<file path="config.mk">
export PLATFORM = sky130hd
export DESIGN_NAME = connection_heartbeat_monitor_flat
export DESIGN_NICKNAME = d
export VERILOG_FILES = /design/src/design/chm_pkg.sv /design/src/design/chm_ifs.sv /design/src/design/chm_ctrl.sv /design/src/design/chm_datapath.sv /design/src/design/connection_heartbeat_monitor.sv /design/src/flat_wrapper.sv
export SDC_FILE = /design/constraint.sdc
export NUM_CORES = 1
export LEC_CHECK = 0
export ABC_AREA = 1
export ABC_CLOCK_PERIOD_IN_PS = 3700
export BUFFER_PORTS_ARGS = -buffer_cell sky130_fd_sc_hd__buf_2
export CELL_PAD_IN_SITES_DETAIL_PLACEMENT = 0
export CELL_PAD_IN_SITES_GLOBAL_PLACEMENT = 1
export CORE_ASPECT_RATIO = 1.2
export CORE_MARGIN = 4
export CORE_UTILIZATION = 30
export CTS_CLUSTER_DIAMETER = 80
export DETAILED_ROUTE_END_ITERATION = 10
export PLACE_DENSITY_LB_ADDON = 0.1
export REMOVE_ABC_BUFFERS = 1
export SLEW_MARGIN = 20
export SYNTH_ARGS = -nofsm -noshare
export SYNTH_HDL_FRONTEND = slang
export SYNTH_SLANG_ARGS = --single-unit
</file>
<file path="constraint.sdc">
create_clock -name clk -period 3.7 [get_ports clk]
set_input_delay 0 -clock clk [delete_from_list [all_inputs] [get_ports clk]]
set_output_delay 0 -clock clk [all_outputs]
set_load 0.1 [all_outputs]
</file>
<file path="src/design/chm_pkg.sv">
// ----------------------------------------------------------------------------
// Heartbeat monitor package
// Sizes, operation codes, register indexes and controller types.
// ----------------------------------------------------------------------------
package chm_pkg;

	localparam int SLOT_COUNT = 64;
	localparam int SLOT_W     = (SLOT_COUNT > 1) ? $clog2(SLOT_COUNT) : 1;

	localparam int OP_W      = 3;
	localparam int SLOT_ID_W = 6;
	localparam int TIMEOUT_W = 16;
	localparam int TICK_W    = 17;
	localparam int CFG_IDX_W = 1;
	localparam int CFG_DAT_W = 16;

	typedef logic [SLOT_COUNT-1:0] slot_vec_t;
	typedef logic [SLOT_W-1:0]     slot_idx_t;

	typedef enum logic [OP_W-1:0] {
		OP_TICK   = 3'd0,
		OP_ADD    = 3'd1,
		OP_DELETE = 3'd2,
		OP_HEARD  = 3'd3,
		OP_CLEAR  = 3'd4
	} op_t;

	localparam logic [CFG_IDX_W-1:0] CFG_TIMEOUT = 1'd0;
	localparam logic [CFG_IDX_W-1:0] CFG_ENABLE  = 1'd1;

	typedef enum logic {
		ST_IDLE,
		ST_SWEEP
	} state_t;

	typedef struct packed {
		logic accept;
		logic step;
	} cmd_t;

	typedef struct packed {
		logic sweep_req;
		logic out_busy;
		logic last_idx;
	} status_t;

endpackage

</file>
<file path="src/design/chm_ifs.sv">
// ----------------------------------------------------------------------------
// Heartbeat monitor channels
// Valid/ready request channels for operations and dropped-slot reports.
// ----------------------------------------------------------------------------
interface chm_in_if
	import chm_pkg::*;
();
	logic                 valid;
	logic                 ready;
	logic [OP_W-1:0]      op;
	logic [SLOT_ID_W-1:0] slot_id;

	modport source (output valid, output op, output slot_id, input ready);
	modport sink   (input valid, input op, input slot_id, output ready);
endinterface

interface chm_out_if
	import chm_pkg::*;
();
	logic                 valid;
	logic                 ready;
	logic [SLOT_ID_W-1:0] dropped_slot;
	logic                 last_of_sweep;

	modport source (output valid, output dropped_slot, output last_of_sweep, input ready);
	modport sink   (input valid, input dropped_slot, input last_of_sweep, output ready);
endinterface

</file>
<file path="src/design/chm_ctrl.sv">
// ----------------------------------------------------------------------------
// Heartbeat monitor controller
// Accepts requests while idle and paces the slot-by-slot sweep.
// ----------------------------------------------------------------------------
module chm_ctrl
	import chm_pkg::*;
(
	input  logic    clk,
	input  logic    arst_n,
	input  logic    in_valid,
	output logic    in_ready,
	input  status_t status,
	output cmd_t    cmd
);

	state_t state_q, state_d;

	always_ff @(posedge clk or negedge arst_n) begin
		if (!arst_n) begin
			state_q <= ST_IDLE;
		end else begin
			state_q <= state_d;
		end
	end

	always_comb begin
		state_d    = state_q;
		in_ready   = 1'b0;
		cmd.accept = 1'b0;
		cmd.step   = 1'b0;
		case (state_q)
			ST_IDLE: begin
				in_ready   = 1'b1;
				cmd.accept = in_valid;
				if (in_valid && status.sweep_req) begin
					state_d = ST_SWEEP;
				end
			end
			ST_SWEEP: begin
				// The output register must be free before a slot is examined.
				cmd.step = !status.out_busy;
				if (!status.out_busy && status.last_idx) begin
					state_d = ST_IDLE;
				end
			end
			default: begin
				state_d = ST_IDLE;
			end
		endcase
	end

endmodule

</file>
<file path="src/design/chm_datapath.sv">
// ----------------------------------------------------------------------------
// Heartbeat monitor datapath
// Slot bit tables, tick counter, configuration and the result register.
// ----------------------------------------------------------------------------
module chm_datapath
	import chm_pkg::*;
(
	input  logic                 clk,
	input  logic                 arst_n,
	input  logic                 cfg_we,
	input  logic [CFG_IDX_W-1:0] cfg_index,
	input  logic [CFG_DAT_W-1:0] cfg_wdata,
	input  logic [OP_W-1:0]      op,
	input  logic [SLOT_ID_W-1:0] slot_id,
	input  cmd_t                 cmd,
	output status_t              status,
	output logic                 out_valid,
	input  logic                 out_ready,
	output logic [SLOT_ID_W-1:0] dropped_slot,
	output logic                 last_of_sweep
);

	logic [TIMEOUT_W-1:0] timeout_q;
	logic                 enable_q;
	logic [TICK_W-1:0]    tick_q;
	slot_vec_t            member_q;
	slot_vec_t            waiting_q;
	slot_idx_t            idx_q;
	logic                 out_valid_q;
	logic [SLOT_ID_W-1:0] dropped_q;
	logic                 last_q;

	logic [TICK_W-1:0]    tick_nx;
	logic                 tick_over;
	logic                 slot_ok;
	logic                 edit_ok;
	slot_idx_t            sidx;
	slot_vec_t            sel;
	slot_vec_t            upper;
	logic                 hit;
	logic                 later_wait;
	logic                 kept;

	always_comb begin
		tick_nx    = tick_q + TICK_W'(1);
		tick_over  = tick_nx > TICK_W'(timeout_q);
		slot_ok    = (7'(slot_id) < 7'(SLOT_COUNT));
		edit_ok    = enable_q && slot_ok;
		sidx       = slot_id[SLOT_W-1:0];
		sel        = slot_vec_t'(1) << idx_q;
		upper      = ~(sel | (sel - slot_vec_t'(1)));
		hit        = waiting_q[idx_q];
		later_wait = |(waiting_q & upper);
		kept       = member_q[idx_q] & ~waiting_q[idx_q];
	end

	assign status.sweep_req = (op == OP_TICK) && tick_over;
	assign status.out_busy  = out_valid_q && !out_ready;
	assign status.last_idx  = (idx_q == SLOT_W'(SLOT_COUNT - 1));

	always_ff @(posedge clk or negedge arst_n) begin
		if (!arst_n) begin
			timeout_q <= TIMEOUT_W'(30);
			enable_q  <= 1'b0;
		end else if (cfg_we) begin
			case (cfg_index)
				CFG_TIMEOUT: timeout_q <= cfg_wdata[TIMEOUT_W-1:0];
				CFG_ENABLE:  enable_q  <= cfg_wdata[0];
				default:     ;
			endcase
		end
	end

	always_ff @(posedge clk or negedge arst_n) begin
		if (!arst_n) begin
			tick_q    <= '0;
			member_q  <= '0;
			waiting_q <= '0;
			idx_q     <= '0;
		end else if (cmd.accept) begin
			case (op)
				OP_TICK: begin
					tick_q <= tick_over ? '0 : tick_nx;
					idx_q  <= '0;
				end
				OP_ADD: begin
					if (edit_ok) member_q[sidx] <= 1'b1;
				end
				OP_DELETE: begin
					if (edit_ok) begin
						member_q[sidx]  <= 1'b0;
						waiting_q[sidx] <= 1'b0;
					end
				end
				OP_HEARD: begin
					if (edit_ok) waiting_q[sidx] <= 1'b0;
				end
				OP_CLEAR: begin
					member_q  <= '0;
					waiting_q <= '0;
				end
				default: ;
			endcase
		end else if (cmd.step) begin
			// A waiting slot drops out; a surviving member starts waiting.
			member_q[idx_q]  <= kept;
			waiting_q[idx_q] <= kept;
			idx_q            <= idx_q + SLOT_W'(1);
		end
	end

	always_ff @(posedge clk or negedge arst_n) begin
		if (!arst_n) begin
			out_valid_q <= 1'b0;
		end else if (cmd.step && hit) begin
			out_valid_q <= 1'b1;
		end else if (out_ready) begin
			out_valid_q <= 1'b0;
		end
	end

	always_ff @(posedge clk) begin
		if (cmd.step && hit) begin
			dropped_q <= SLOT_ID_W'(idx_q);
			last_q    <= !later_wait;
		end
	end

	assign out_valid     = out_valid_q;
	assign dropped_slot  = dropped_q;
	assign last_of_sweep = last_q;

endmodule

</file>
<file path="src/design/connection_heartbeat_monitor.sv">
// ----------------------------------------------------------------------------
// Connection heartbeat monitor
// Server-side heartbeat timeout watchdog over a table of connection slots.
// ----------------------------------------------------------------------------
// Each request carries an operation (tick, add, delete, heard, clear all) and
// a slot number. Add, delete, heard and clear complete when accepted and the
// block is ready for the next request in the following cycle. A tick that
// pushes the tick count past timeout_ticks starts a sweep: a sequencer walks
// the slots one per clock, pausing while a dropped-slot report waits in the
// output register for the downstream side. Requests are held off while the
// sweep runs. Dropped slots come out in ascending order, the final one of a
// sweep marked by last_of_sweep; a sweep that finds nothing reports nothing.
// Add, delete and heard only take effect while monitor_enable is set. The
// user is to write configuration through the plain write port only while no
// request is in flight; the block itself does not enforce this.
// ----------------------------------------------------------------------------
module connection_heartbeat_monitor
	import chm_pkg::*;
(
	input  logic                 clk,
	input  logic                 arst_n,
	chm_in_if.sink               in_ch,
	chm_out_if.source            out_ch,
	input  logic                 cfg_we,
	input  logic [CFG_IDX_W-1:0] cfg_index,
	input  logic [CFG_DAT_W-1:0] cfg_wdata
);

	// Commands from the controller and status from the datapath.
	cmd_t    cmd;
	status_t status;

	// The controller owns the handshake and the sweep pacing.
	chm_ctrl u_ctrl (
		.clk      (clk),
		.arst_n   (arst_n),
		.in_valid (in_ch.valid),
		.in_ready (in_ch.ready),
		.status   (status),
		.cmd      (cmd)
	);

	// The datapath holds the slot tables, the tick counter, the registers and
	// the result register that decouples the sweep from the consumer.
	chm_datapath u_dp (
		.clk           (clk),
		.arst_n        (arst_n),
		.cfg_we        (cfg_we),
		.cfg_index     (cfg_index),
		.cfg_wdata     (cfg_wdata),
		.op            (in_ch.op),
		.slot_id       (in_ch.slot_id),
		.cmd           (cmd),
		.status        (status),
		.out_valid     (out_ch.valid),
		.out_ready     (out_ch.ready),
		.dropped_slot  (out_ch.dropped_slot),
		.last_of_sweep (out_ch.last_of_sweep)
	);

endmodule

</file>
<file path="src/flat_wrapper.sv">
// flat-port wrapper written by rule: the top's interface ports become plain ports
module connection_heartbeat_monitor_flat import chm_pkg::*;
  (clk, arst_n, cfg_we, cfg_index, cfg_wdata, in_ch_valid, in_ch_op, in_ch_slot_id, in_ch_ready, out_ch_valid, out_ch_dropped_slot, out_ch_last_of_sweep, out_ch_ready);
  chm_in_if in_ch_i ();
  chm_out_if out_ch_i ();
  input  logic clk;
  input  logic arst_n;
  input  logic cfg_we;
  input  logic [CFG_IDX_W-1:0] cfg_index;
  input  logic [CFG_DAT_W-1:0] cfg_wdata;
  input wire logic [$bits(in_ch_i.valid)-1:0] in_ch_valid;
  input wire logic [$bits(in_ch_i.op)-1:0] in_ch_op;
  input wire logic [$bits(in_ch_i.slot_id)-1:0] in_ch_slot_id;
  output wire logic [$bits(in_ch_i.ready)-1:0] in_ch_ready;
  output wire logic [$bits(out_ch_i.valid)-1:0] out_ch_valid;
  output wire logic [$bits(out_ch_i.dropped_slot)-1:0] out_ch_dropped_slot;
  output wire logic [$bits(out_ch_i.last_of_sweep)-1:0] out_ch_last_of_sweep;
  input wire logic [$bits(out_ch_i.ready)-1:0] out_ch_ready;
  assign in_ch_i.valid = in_ch_valid;
  assign in_ch_i.op = in_ch_op;
  assign in_ch_i.slot_id = in_ch_slot_id;
  assign in_ch_ready = in_ch_i.ready;
  assign out_ch_valid = out_ch_i.valid;
  assign out_ch_dropped_slot = out_ch_i.dropped_slot;
  assign out_ch_last_of_sweep = out_ch_i.last_of_sweep;
  assign out_ch_i.ready = out_ch_ready;
  connection_heartbeat_monitor u_core (.clk(clk), .arst_n(arst_n), .in_ch(in_ch_i), .out_ch(out_ch_i), .cfg_we(cfg_we), .cfg_index(cfg_index), .cfg_wdata(cfg_wdata));
endmodule
</file>
Word-level counts from Yosys, hierarchy flattened
Cells that the tools add are included.
{ "totals": {"register_bits": 177, "input_bits": 31, "out_inout_bits": 9, "wordCells": 93} }
{ "op_classes": {"bitwise_logic": 11, "magnitude_cmp": 5, "shifts": 1, "n_mux": 31, "n_eq_ne": 11, "n_addsub": 3, "n_reduce_logical": 21} }
{ "op_table": {"columns": ["cell", "count"], "rows": [
  ["2-to-1 mux 64 bit", 7],
  ["bitwise AND 64 bit", 3],
  ["one-hot mux 64 bit (3 select lines)", 1],
  ["bitwise mux 64 bit", 2],
  ["inverter 64 bit", 2],
  ["OR 64 bit", 2],
  ["one-hot mux 64 bit (2 select lines)", 1],
  ["OR reduction 64 bit", 1],
  ["left shift 1 x 6 -> 64 bit, first input constant", 1],
  ["subtractor 64 x 1 -> 64 bit, second input constant", 1],
  ["2-to-1 mux 6 bit", 3],
  ["adder 17 x 1 -> 17 bit, second input constant", 1],
  ["> comparator 17 x 16 -> 1 bit", 1],
  ["2-to-1 mux 17 bit", 1],
  ["< comparator 6 x 7 -> 1 bit, second input constant", 2],
  ["binary-select mux 1 bit (select 6 bit)", 2],
  ["demux 1 bit (select 6 bit)", 2],
  [">= comparator 6 x 1 -> 1 bit, second input constant", 2],
  ["inequality test 3 bit, second input constant", 4],
  ["2-to-1 mux 1 bit", 11],
  ["AND reduction 2 bit", 4],
  ["logical AND 1 bit", 7],
  ["adder 6 x 1 -> 6 bit, second input constant", 1],
  ["== test 3 x 2 -> 1 bit, second input constant", 2],
  ["other kinds (14)", 19]
]} }

Depth between registers and ports, before layout
Gate-level depths: netlist (run 1).
{ "depth": {"ltp_word": 9, "depth_mapped": 22, "depth_no_buf": 20} }

Cells and area by module
A second synthesis (run 1) with hierarchy kept.
{ "hier_totals": {"hier_cells": 2610, "hier_area_um2": 15514.9} }
{ "by_module_without_submodules": {"columns": ["module", "n_inst", "cells_per_inst", "seq_area_each_um2", "area_each_um2"], "rows": [
  ["chm_datapath", 1, 2600, 4444.3, 15449.8],
  ["chm_ctrl", 1, 10, 25.0, 65.1]
]} }

Worst setup path after synthesis (run 1)
OpenSTA, ideal clock, no wires.
{ "synth_path": {"path_kind": "reg2reg", "start": "register u_core.u_dp.tick_q[0]", "end": "register u_core.u_dp.tick_q[4]", "t_required_ns": 3.617, "t_arrival_ns": 2.774, "period_less_slack_ns": 2.856, "setup_ns": 0.083, "slack_ns": 0.844, "path_buffers": 1, "path_stages_with_launch": 19, "cell_sequence": "dfrtp_1 -> ha_1 -> nand3_1 -> inv_1 -> nand2_1 -> nor4_1 -> xor2_1 -> inv_1 -> ha_1 -> nand2_1 -> nor2_1 -> a211oi_1 -> o21ai_0 -> a21oi_1 -> nand2_1 -> nand2_1 -> clkbuf_1 -> nand4_1 -> o21ai_0"} }
{ "synth_via": {"elab_chain_len": 3} }
{ "synth_lines": {"columns": ["element", "line_no", "source"], "rows": [
  ["start, declared", "chm_datapath.sv:25", "logic [TICK_W-1:0] tick_q;"],
  ["start signal, assigned", "chm_datapath.sv:83", "tick_q <= tick_over ? '0 : tick_nx;"],
  ["adder 17 x 1 -> 17 bit *", "chm_datapath.sv:45", "tick_nx = tick_q + TICK_W'(1);"],
  ["> comparator 17 x 16 -> 1 bit", "chm_datapath.sv:46", "tick_over = tick_nx > TICK_W'(timeout_q);"],
  ["2-to-1 mux 17 bit *", "chm_datapath.sv:83", null]
]} }
Mark *: on every way between the ends. The rest lies on a longest branch, timed or not.
A chain may end at the register's enable or synchronous reset.

Final worst setup path (run 1)
{ "layout_path": {"start": "register u_core.u_dp.idx_q[0]", "end": "register u_core.u_dp.last_q, in the netlist u_core.u_dp.last_of_sweep (data pin)"} }
{ "layout_via": {"elab_chain_len": 7} }
{ "layout_lines": {"columns": ["element", "line_no", "source"], "rows": [
  ["start, declared", "chm_datapath.sv:28", "slot_idx_t idx_q;"],
  ["start signal, assigned", "chm_datapath.sv:108", "idx_q <= idx_q + SLOT_W'(1);"],
  ["left shift 1 x 6 -> 64 bit *", "chm_datapath.sv:50", "sel = slot_vec_t'(1) << idx_q;"],
  ["subtractor 64 x 1 -> 64 bit", "chm_datapath.sv:51", "upper = ~(sel | (sel - slot_vec_t'(1)));"],
  ["OR 64 bit *", "chm_datapath.sv:51", null],
  ["inverter 64 bit *", "chm_datapath.sv:51", null],
  ["bitwise AND 64 bit *", "chm_datapath.sv:53", "later_wait = |(waiting_q & upper);"],
  ["OR reduction 64 bit *", "chm_datapath.sv:53", null],
  ["zero test 1 bit *", "chm_datapath.sv:125", "last_q <= !later_wait;"],
  ["end signal, assigned", "chm_datapath.sv:125", null],
  ["end, declared", "chm_datapath.sv:31", "logic last_q;"]
]} }
Marked as above.

==> out/metrics.yaml, run 1 <==
synth_top_area_share_pct: 26.17
worstMarginPinSlew_ns: 0.9664
start_util_pct: 30.24
dieWidth_um: 218.0
maxSlewViolCount: 0
synth_seq_area_share_pct: 28.16
wl_per_cell_um: 23.75
synth_seq_cells: 177
tritoncts: "done"
required_ns: 4.05
r2r_slack_ns: 0.19
dp_hpwl_um: 57380
wirelength_um: 79120
power_w: 0.01748
min_period_ns: 3.507
hp-start: "in_ch_op[1]"
area_growth_pct: 12.23
drv_cap: 0
drt_iter0_drc: 1556
synthFlopType: "dfrtp_1"
coreArea_um2: 52490
vdd_drop_max_mv: 0.4439
fmax_mhz: 285.2
clock-sinks: 177
critPathKind: "flip-flop to flip-flop"
cts_max_level: 4
crit_start: "u_core.u_dp.idx_q[0]"
cts_buffers: 17
gp_congestion: 1.048
via_count: 18270
hold_class: "input pin to flip-flop"
leakage_nw: 8.543
syn_inst: 2584
period_share_pct: 94.78
ant_nets: 0
drive_gt1_share_pct: 9.825
rr_startpoint: "u_core.u_dp.idx_q[0]"
setup_viol: 0
hold_viol: 0
grt_pass1_vias: 17910
ys_warn_count: 0
ys_top_cells_by_area: "dfrtp_1 (26%), nand2_1 (14%), nor2_1 (12%), a21oi_1 (9.2%), o21ai_0 (6.1%)"
critPathLaunchType: "flip-flop"
critPathArrivalTime_ns: 3.85
whs_ns: 0.07697
antenna_cells: 0
cts_buffer_depth: 2
grt_setup_unrepaired: "no"
synth_edf_count: 7
worstReg2RegEnd: "u_core.u_dp.last_of_sweep"
synth_top_cell_by_area: "dfrtp_1"
io_buffers: 39
first_pass_iters: 8
drt-vias-per-instance: 5.485
power.density_nw_per_um2: 981.2
endpoint: "u_core.u_dp.last_of_sweep"
fin_util_pct: 33.94
rows: 92
die_y_um: 260.0
drcViolationCount: 0
skew_ns: 0.01315
grt_start_max_net_pins: 157
place_ws_ns: 0.08255
endpoint_kind: "flip-flop"
finalWorstSetupSlack_ns: 0.1932
clock_latency_ns: 0.47
crit_fanout: 16
antenna_found_initial: 0
clk_pin_slew_ns: 0.07
synthesis.area_um2: 15870
grt_pass1_wl_um: 117900
grt_usage_pct: 27.79
root_buffer: "clkbuf_16"
nNetsFinal: 2667
grt.overflow.total: 0
synth_cell_types: 49
slew_headroom_pct: 35.42
ff2ff_path_depth: 17
avgSynthCellArea_um2: 6.143
ios: 40
fin_setup_tns_ns: 0
status: "finished clean"
die-area_um2: 56670
async_reset_ff_share_pct: 96.05
[cell usage in the layout, fill, tap and decap left out, types with 9 or more instances in the layout]
| cell type | instances |
|---|---|
| a21boi_1 | 11 |
| nand4_1 | 23 |
| inv_1 | 221 |
| a22oi_1 | 12 |
| clkbuf_16 | 17 |
| buf_2 | 38 |
| dlygate4sd3_1 | 20 |
| nand2_1 | 588 |
| inv_2 | 14 |
| dfrtp_1 | 166 |
| nor2_1 | 508 |
| nand3_1 | 84 |
| a311oi_1 | 19 |
| o21a_1 | 29 |
| ha_1 | 23 |
| buf_4 | 79 |
| o21ai_0 | 194 |
| a31oi_1 | 24 |
| nor3_1 | 64 |
| a21oi_1 | 292 |
| o21ai_1 | 20 |
| o211ai_1 | 9 |
| o211a_1 | 21 |
| nand3_2 | 50 |
[cell type report]
cell class / instances / area (µm²)
clock buffers: 19 / 432.9
clock inverters: 13 / 160.2
fillers: 5854 / 34680
inverters: 244 / 928.4
multi-input cells: 2028 / 9803
flip-flops and latches: 177 / 4469
well taps: 705 / 882.1
repair buffers: 145 / 1137
[routing by layer]
metal  wire length [µm]  track usage, %  share of wire, %
met5                  0               0                 0
met4               4673           14.63               5.9
met3               4614           3.716               5.8
met2              36510           45.78                46
met1              33320           35.42                42
[synthesized netlist by cell type (2+ instances only)]
cell,number
inv_1,224
a31oi_1,24
ha_1,23
nand3_2,50
a311oi_1,19
nor4_1,3
o21ai_1,20
a21boi_1,11
o211ai_1,9
buf_12,2
nand3b_1,2
a21boi_0,4
nor2_1,513
nand2_1,592
xor2_1,8
dfstp_2,4
o21bai_1,2
o21ai_0,194
nand4_1,23
nor2_2,5
o22ai_1,4
edfxtp_1,7
inv_4,2
o211a_1,21
buf_1,7
dfrtp_1,166
buf_2,27
nand3_4,2
inv_2,13
a21oi_1,292
buf_4,15
nand2_4,5
buf_6,12
o21a_1,29
a22oi_1,12
nor3_1,65
nor3_2,2
nand2_2,4
clkinv_1,4
nand3_1,84
clkbuf_1,71
[worst min-delay path by stage]
stage,end,slack [ns],cells after the start
after floorplan,u_core.u_ctrl.state_q,-0.30,0
after global placement,u_core.u_dp.waiting_q[33],0.13,1
after detailed placement,u_core.u_dp.waiting_q[32],0.15,1
after CTS,u_core.u_dp.tick_q[5],0.06,5
after global routing,u_core.u_dp.tick_q[5],0.14,5
final,u_core.u_dp.tick_q[5],0.08,5
[metrics by stage]
step / cells / cell area [µm²]
3_5_place_dp: 3279 / 16990
4_1_cts: 3331 / 17790
6_report: 3331 / 17810
2_1_floorplan: 2449 / 15140
5_1_grt: 3331 / 17810
3_3_place_gp: 3279 / 16990
[cell families after synthesis]
| kind of cell | after synthesis | synth area share [%] |
|---|---|---|
| buffers and inverters | 379 | 10.44 |
| AND/OR/NAND/NOR | 1353 | 36.35 |
| adder cells (fa/ha/maj) | 23 | 1.813 |
| flip-flops | 177 | 28.16 |
| XOR/XNOR | 8 | 0.4414 |
| AO/OA/AOI/OAI | 644 | 22.80 |
[flip-flops by register name, indices dropped and copies added (netlist names)]
name,flops
u_core.u_dp.idx_q,6
u_core.u_dp.last_of_sweep,1
u_core.u_dp.edit_ok,1
u_core.u_dp.dropped_slot,6
u_core.u_ctrl.state_q,1
u_core.u_dp.waiting_q,64
u_core.u_dp.out_valid,1
u_core.u_dp.tick_q,17
u_core.u_dp.timeout_q,16
u_core.u_dp.member_q,64
[power breakdown]
part | total (W) | internal (W) | switching [W]
Combinational | 0.0119 | 0.00324 | 0.00864
Clock | 0.00198 | 0.00106 | 0.000912
Sequential | 0.00362 | 0.00277 | 0.000849
[worst max-delay path, stage by stage (launching register included)]
cell     delay, ns
dfrtp_1       0.49
ha_1          0.37
nand2_2       0.28
inv_2         0.24
o21ai_0       0.28
nand2_1       0.11
nor2_1        0.23
nand2_1       0.15
nor2_1        0.12
nand2_1       0.13
nand2_1       0.09
nand2_1       0.06
nor2_1        0.22
nand2_1       0.10
nor2_1        0.09
nand2_1       0.07
nor2_2        0.21
buf_4         0.15
[timing repair]
| action | CTS | global route |
|---|---|---|
| hold buffers | 20 | 0 |
| endpoints found under the setup margin | 0 | 18 |
| gates resized for setup | 0 | 7 |
| buffers inserted | 0 | 0 |
| hold endpoints to repair | 106 | 0 |
(Power assumes the default switching activity.)
==> run 2: changes to the inputs <==
--- a/config.mk
+++ b/config.mk
@@ -5,7 +5,6 @@
 export SDC_FILE = /design/constraint.sdc
 export NUM_CORES = 1
 export LEC_CHECK = 0
-export ABC_AREA = 1
 export ABC_CLOCK_PERIOD_IN_PS = 3700
 export BUFFER_PORTS_ARGS = -buffer_cell sky130_fd_sc_hd__buf_2
 export CELL_PAD_IN_SITES_DETAIL_PLACEMENT = 0
==> run 2 against run 1 <==
Against the previous run: critical path depth shrank 5; final cell count is 30% lower; critical path type unchanged; first-iteration DRC count shrank 18%; non-clock buffer count up 57; largest power group unchanged; synthesized cell count shrank 34%; die area fell by 17%; clock skew about the same; wire length shrank 17%; combinational power shrank 66%.
==> out/metrics.yaml, run 2 <==
status: "finished clean"
antenna_found_initial: 1  # +1
synth.most_common_cell: "o21ai_0"
ios: 40  # unchanged
crit_top_cell: "nor4_1"
register_area_um2: 4471  # about the same
critPathKind: "flip-flop to flip-flop"
grt_usage_pct: 27.46  # -0.33 points
synth_cell_types: 87  # +78%
syn_inst: 1713  # -34%
grt_pass1_wl_um: 97280  # -17%
start_util_pct: 30.53  # +0.29 points
path_buf_inv: 3  # +1
die-area_um2: 47180  # -17%
post_dp_cell_area_um2: 14680  # -14%
fin_util_pct: 36.10  # +2.2 points
rows: 83  # -9.8%
final_cell_mix: "o21ai_0 (335), nand2_1 (182), dfrtp_1 (165)"
wl_per_cell_um: 28.11  # +18%
period_share_pct: 97.23  # +2.4 points
power.density_nw_per_um2: 555.0  # -43%
synthesis.area_um2: 13130  # -17%
clock-sinks: 177  # unchanged
hold_depth: 4  # -1
clock_latency_ns: 0.48  # about the same
worstMarginPinSlew_ns: 0.9997  # +0.03331 ns
synth_edf_count: 7  # unchanged
cts_buffer_depth: 2  # unchanged
critPathLaunchType: "flip-flop"
reg.largest.list: "u_core.u_dp.member_q x64, u_core.u_dp.waiting_q x64, u_core.u_dp.tick_q x17"
worstReg2RegEnd: "u_core.u_dp.last_of_sweep"
vdd_drop_max_mv: 0.3473  # -22%
crit_path_top_delay_cell: "dfrtp_1"
path_delay_family: "simple AND/OR/NAND/NOR gates"
clk_pin_slew_ns: 0.07  # about the same
cts_max_level: 4  # unchanged
fmax_mhz: 278.0  # -2.5%
synth_seq_cells: 177  # unchanged
synth_top_cell_by_area: "dfrtp_1"
synth_top_family_by_area: "compound AO/OA/AOI/OAI gates"
grt_setup_unrepaired: "no"
rr_startpoint: "u_core.u_dp.idx_q[0]"
cpPeakStageDelay_ns: 0.42  # -0.07 ns
cp_cell_sequence: "inv_1 > ha_1 > buf_4 > nor4_1 > buf_4 > a21oi_1 > a32o_1 > a211o_1 > or4_1 > nor4_1 > nand4_1 > nor4_1"
min_period_ns: 3.597  # +0.09061 ns
coreArea_um2: 42990  # -18%
ys_warn_count: 0  # unchanged
endpoint_kind: "flip-flop"
dp_hpwl_um: 46160  # -20%
drv_cap: 0  # unchanged
ys_top_cells_by_area: "dfrtp_1 (32%), o21ai_0 (13%), nand2_1 (5.2%), nor2_1 (4.4%), a21oi_1 (3.7%)"
avgSynthCellArea_um2: 7.664  # +25%
skew_ns: 0.01303  # -0.0001201 ns
synth_compound_area_share_pct: 35.57  # +13 points
whs_ns: 0.01226  # -0.06471 ns
synthFlopType: "dfrtp_1"
drcViolationCount: 0  # unchanged
min_to: "u_core.u_dp.timeout_q[1]"
tritoncts: "done"
required_ns: 3.99  # -0.06 ns
leakage_nw: 6.088  # -29%
hold_viol: 0  # unchanged
fin_area_um2: 15520  # -13%
fin_setup_tns_ns: 0  # unchanged
gp_congestion: 1.066  # +1.7%
crit_cells: 12  # -5
yosys.area_share.xor_xnor_pct: 1.268  # +0.83 points
first_pass_iters: 6  # -2
io_buffers: 39  # unchanged
crit_fanout: 8  # -8
ff2ff_path_depth: 12  # -5
layout_commonest_cell: "o21ai_0"
root_buffer: "clkbuf_16"
via_count: 14530  # -20%
cts_buffers: 17  # unchanged
hp-start: "cfg_index"
synth_simple_gate_area_share_pct: 19.26  # -17 points
async_reset_ff_share_pct: 96.05  # unchanged
hold_class: "input pin to flip-flop"
die_y_um: 237.2  # -8.8%
synthTopCellsByCount: "o21ai_0 (335), nand2_1 (183), dfrtp_1 (166)"
grt_start_max_net_pins: 92  # -41%
wirelength_um: 65730  # -17%
multi_input_area_um2: 7969  # -19%
synthAdderAreaFrac_pct: 2.192  # +0.38 points
drt_iter0_drc: 1270  # -18%
dieWidth_um: 199.0  # -8.7%
slew_headroom_pct: 33.05  # -2.4 points
synth_seq_area_share_pct: 34.04  # +5.9 points
maxSlewViolCount: 0  # unchanged
nNetsFinal: 1828  # -31%
drive_gt1_share_pct: 14.68  # +4.9 points
setup_viol: 0  # unchanged
synth_top_area_share_pct: 31.64  # +5.5 points
fill_cells: 4570  # -22%
place_ws_ns: 0.1273  # +0.04478 ns
area_growth_pct: 18.21
synth.area.mux_share_pct: 1.639  # +1.6 points
drt-vias-per-instance: 6.216  # +13%
grt_pass1_vias: 14050  # -22%
ant_nets: 0  # unchanged
finalWorstSetupSlack_ns: 0.1026  # -0.09061 ns
r2r_slack_ns: 0.10  # -0.09 ns
grt.overflow.total: 0  # unchanged
critPathArrivalTime_ns: 3.89  # +0.04 ns
[run 2: cell types whose count changed after synthesis, sizes merged, moves of 22 or more]
cell	delta
nand2	-417
o211ai	+38
o31ai	+30
nand3	-67
buf	-22
inv	-210
a22oi	+40
nor2	-365
nor3	-50
a21oi	-194
clkbuf	+47
o21a	-27
o21ai	+123
a31oi	+25
[run 2: logic make-up after synthesis]
kind of cell	count (synthesis)
flops	177
mux	18
xor+xnor	19
simple gates	534
fa+ha+maj	23
compound gates	752
buf+inv	190
[run 2: worst max-delay path by stage]
stage / from / endpoint
2_1_floorplan: u_core.u_ctrl.state_q / u_core.u_dp.member_q[12]
3_3_place_gp: u_core.u_dp.idx_q[1] / u_core.u_dp.last_of_sweep
3_5_place_dp: u_core.u_dp.idx_q[1] / u_core.u_dp.last_of_sweep
4_1_cts: u_core.u_dp.idx_q[1] / u_core.u_dp.last_of_sweep
5_1_grt: u_core.u_dp.idx_q[0] / u_core.u_dp.last_of_sweep
6_report: u_core.u_dp.idx_q[0] / u_core.u_dp.last_of_sweep
[run 2: through the flow]
stage          std cells  total power [W]
2_1_floorplan       1553         0.004697
3_3_place_gp        2282         0.006641
3_5_place_dp        2282         0.006652
4_1_cts             2335         0.008592
5_1_grt             2338         0.009051
6_report            2338         0.008613
[run 2: layout make-up]
type	instances	area share [%]
Antenna cell	1	0.01613
Clock buffer	20	2.943
Clock inverter	10	0.7176
Inverter	30	0.7256
Multi-Input combinational cell	1346	51.35
Sequential cell	177	28.81
Tap cell	552	4.451
Timing Repair Buffer	202	10.99
[run 2: what timing repair did]
item / in CTS / in global routing
endpoints found under the hold margin: 105 / 0
buffers inserted: 0 / 1
setup endpoints to repair: 0 / 4
hold buffers: 23 / 0
resized for setup: 0 / 4
[run 2: worst register-to-register path: cells and delay by family, from the launching register on]
family | cells | cell delay (ns)
DFF | 1 | 0.42
and+or+nand+nor | 5 | 1.51
buffers and inverters | 3 | 0.49
adders and majority gates | 1 | 0.32
AOI/OAI and AO/OA | 3 | 0.66
[run 2: where the power goes]
group	internal [W]	total [W]	switching, W
sequential	0.00232	0.00265	0.000330
combinational	0.00138	0.00407	0.00269
clock	0.00102	0.00190	0.000879
total	0.00472	0.00861	0.00390
[run 2: routing by layer]
layer	GRT usage [%]	routed length [µm]
met1	36.32	27630
met2	44.60	31290
met3	3.544	3542
met4	12.73	3274
met5	0	0
==> run 3: changes to the inputs <==
--- a/config.mk
+++ b/config.mk
@@ -5,7 +5,7 @@
 export SDC_FILE = /design/constraint.sdc
 export NUM_CORES = 1
 export LEC_CHECK = 0
-export ABC_CLOCK_PERIOD_IN_PS = 3700
+export ABC_CLOCK_PERIOD_IN_PS = 3400
 export BUFFER_PORTS_ARGS = -buffer_cell sky130_fd_sc_hd__buf_2
 export CELL_PAD_IN_SITES_DETAIL_PLACEMENT = 0
 export CELL_PAD_IN_SITES_GLOBAL_PLACEMENT = 1
@@ -19,4 +19,5 @@
 export SLEW_MARGIN = 20
 export SYNTH_ARGS = -nofsm -noshare
 export SYNTH_HDL_FRONTEND = slang
+export SYNTH_HIERARCHICAL = 1
 export SYNTH_SLANG_ARGS = --single-unit
==> constraint.sdc (replaced) <==
create_clock -name clk -period 3.4 [get_ports clk]
set_input_delay 0 -clock clk [delete_from_list [all_inputs] [get_ports clk]]
set_output_delay 0 -clock clk [all_outputs]
set_load 0.1 [all_outputs]
==> run 3 against run 2 <==
Against the previous run: via count increased by 6.1%; setup slack got worse by 0.059 ns; clock-buffer cell count increased by 4; global-route usage decreased by 1.2 points; sequential share of layout area decreased by 3.2 points; wire length increased by 5.0%; critical endpoint is now u_core/u_dp/waiting_q[56].
==> out/metrics.yaml, run 3 <==
cpPeakStageDelay_ns: 0.54  # +0.12 ns
whs_ns: 0.05116  # +0.03890 ns
drcViolationCount: 0  # unchanged
start_util_pct: 30.47  # -0.067 points
via_count: 15420  # +6.1%
dp_hpwl_um: 48190  # +4.4%
critPathLaunchType: "flip-flop"
area_growth_pct: 21.48
fin_area_um2: 17440  # +12%
post_dp_cell_area_um2: 15990  # +9.0%
worstMarginPinSlew_ns: 1.080  # +0.08015 ns
die_y_um: 247.7  # +4.4%
drt-vias-per-instance: 6.130  # -1.4%
synth_seq_cells: 177  # unchanged
cts_buffers: 17  # unchanged
ant_nets: 0  # unchanged
path_buf_inv: 3  # unchanged
setup_viol: 0  # unchanged
grt_pass1_vias: 14910  # +6.2%
synth_edf_count: 7  # unchanged
synth.most_common_cell: "o21ai_0"
antenna_cells: 0  # -1
grt_pass1_wl_um: 102100  # +5.0%
ys_warn_count: 6  # +6
drv_cap: 0  # unchanged
layout_commonest_cell: "o21ai_0"
synthTopCellsByCount: "o21ai_0 (297), nor2_1 (247), dfrtp_1 (166)"
root_buffer: "clkbuf_16"
place_ws_ns: -0.2026  # -0.3299 ns
finalWorstSetupSlack_ns: 0.04369  # -0.05889 ns
syn_inst: 1802  # +5.2%
vdd_drop_max_mv: 0.4640  # +34%
synthFlopType: "dfrtp_1"
final_cells: 2516  # +7.6%
critPathKind: "flip-flop to flip-flop"
drive_gt1_share_pct: 21.34  # +6.7 points
wl_per_cell_um: 27.43  # -2.4%
final_cell_mix: "o21ai_0 (295), nor2_1 (242), dfrtp_1 (163)"
first_pass_iters: 5  # -1
grt_setup_unrepaired: "yes"
grt.overflow.total: 0  # unchanged
antenna_found_initial: 0  # -1
clk_pin_slew_ns: 0.06  # about the same
reg.largest.list: "u_core/u_dp/member_q x64, u_core/u_dp/waiting_q x64, u_core/u_dp/tick_q x17"
power.density_nw_per_um2: 934.7  # +68%
tritoncts: "done"
grt_usage_pct: 26.21  # -1.2 points
min_period_ns: 3.356  # -0.2411 ns
coreArea_um2: 47130  # +9.6%
maxSlewViolCount: 0  # unchanged
crit_fanout: 19  # +11
synth_cell_types: 80  # -8.0%
nNetsFinal: 1934  # +5.8%
hold_class: "input pin to flip-flop"
period_share_pct: 98.71  # +1.5 points
io_buffers: 39  # unchanged
dp_cells: 2445  # +7.1%
clock-sinks: 177  # unchanged
cp_cell_sequence: "buf_12 > nor2b_1 > a22o_1 > a222oi_1 > o22ai_1 > or4_4 > or3_4 > buf_12 > buf_16 > o41ai_4"
dieWidth_um: 207.7  # +4.4%
hold_viol: 0  # unchanged
synth_top_cell_by_area: "dfrtp_1"
async_reset_ff_share_pct: 96.05  # unchanged
slew_headroom_pct: 28.01  # -5.0 points
rows: 87  # +4.8%
critPathArrivalTime_ns: 3.74  # -0.15 ns
grt_start_max_net_pins: 88  # -4.3%
synthesis.area_um2: 14360  # +9.4%
crit_path_top_delay_cell: "dfrtp_4"
ys_top_cells_by_area: "dfrtp_1 (29%), o21ai_0 (10%), nor2_1 (6.5%), o41ai_2 (5.9%), a21oi_1 (3.5%)"
status: "finished clean"
synth_seq_area_share_pct: 31.12  # -2.9 points
die-area_um2: 51450  # +9.0%
ios: 40  # unchanged
wirelength_um: 69010  # +5.0%
clock_latency_ns: 0.50  # +0.02 ns
avgSynthCellArea_um2: 7.969  # +4.0%
path_delay_family: "simple AND/OR/NAND/NOR gates"
cts_buffer_depth: 2  # unchanged
crit_top_cell: "buf_12"
required_ns: 3.78  # -0.21 ns
synth_top_area_share_pct: 28.93  # -2.7 points
cts_max_level: 4  # unchanged
skew_ns: 0.01446  # +0.001438 ns
fmax_mhz: 297.9  # +7.2%
drt_iter0_drc: 1245  # -2.0%
gp_congestion: 0.9212  # -14%
leakage_nw: 6.836  # +12%
endpoint_kind: "flip-flop"
-- run 3: cell types whose count changed after synthesis, sizes merged, moves of 38 or more --
| cell | delta |
|---|---|
| nor2 | +93 |
| o211ai | -38 |
| o41ai | +52 |
| o21a | +43 |
| nand2 | -59 |
| o22ai | +58 |
| a22oi | -43 |
-- run 3: final timing paths --
check                                      start                         to  slack, ns  depth (start not counted)
setup / recovery            u_core/u_dp/idx_q[2]  u_core/u_dp/waiting_q[56]       0.04                         10
hold / removal                         cfg_index   u_core/u_dp/timeout_q[2]       0.05                          5
setup reg to reg            u_core/u_dp/idx_q[2]  u_core/u_dp/waiting_q[56]       0.04                         10
hold reg to reg            u_core/u_ctrl/state_q      u_core/u_ctrl/state_q       0.52                          1
max in group asynchronous                 arst_n      u_core/u_dp/tick_q[4]       2.29                          3
min in group asynchronous                 arst_n   u_core/u_dp/timeout_q[8]       0.16                          2
-- run 3: report_power, final --
group          internal [W]  switching, W  leakage (nW)
Sequential          0.00277      0.000678          2.26
Clock               0.00110      0.000962         0.286
Combinational       0.00403       0.00676          4.29
Total               0.00790       0.00840          6.84
-- run 3: cell type report --
| cell class | instances | area [µm²] |
|---|---|---|
| flip-flops and latches | 177 | 4476 |
| clock inverters | 8 | 75.07 |
| repair buffers | 238 | 2105 |
| clock buffers | 24 | 501.7 |
| multi-input cells | 1415 | 9392 |
| inverters | 31 | 116.4 |
| well taps | 623 | 779.5 |
| fillers | 4911 | 29690 |
-- run 3: per-layer routing --
layer,part of all wire (%),vias to the layer above,track usage [%]
met4,3.6,0,9.314
met5,0,-,0
met3,5.7,118,4.589
met2,47,604,43.58
li1,-,6956,-
met1,44,7744,34.57
-- run 3: logic make-up after synthesis --
family                     count (synthesis)  synth area share, %
AOI/OAI and AO/OA                        775                37.21
and+or+nand+nor                          558                18.12
buffers and inverters                    210                6.247
DFF                                      177                31.12
muxes                                     43                4.313
adders and majority gates                 23                2.004
xor gates and xnor gates                  16               0.9758
-- run 3: timing repair --
item                       4_1_cts  5_1_grt
gates resized for setup         20       62
setup buffers                    0       10
hold buffers                    23        0
hold endpoints to repair       100        0
gates cloned                     1        5
setup endpoints to repair       63       94
pin swaps                        3       20
-- run 3: worst register-to-register path, delay by kind of cell, from the launching register on --
kind | cells | cell delay [ns]
buffers and inverters | 3 | 0.52
AOI/OAI and AO/OA | 4 | 1.04
DFF | 1 | 0.54
and+or+nand+nor | 3 | 1.17
-- run 3: metrics by stage --
step	TNS (ns)	total power, W	util, %
3_5_place_dp	-1.869	0.01300	33.93
5_1_grt	-0.02490	0.01724	37.01
3_3_place_gp	-0.4278	0.01299	33.93
2_1_floorplan	-762.38	0.008316	-
6_report	0	0.01630	37.01
4_1_cts	0	0.01541	35.90
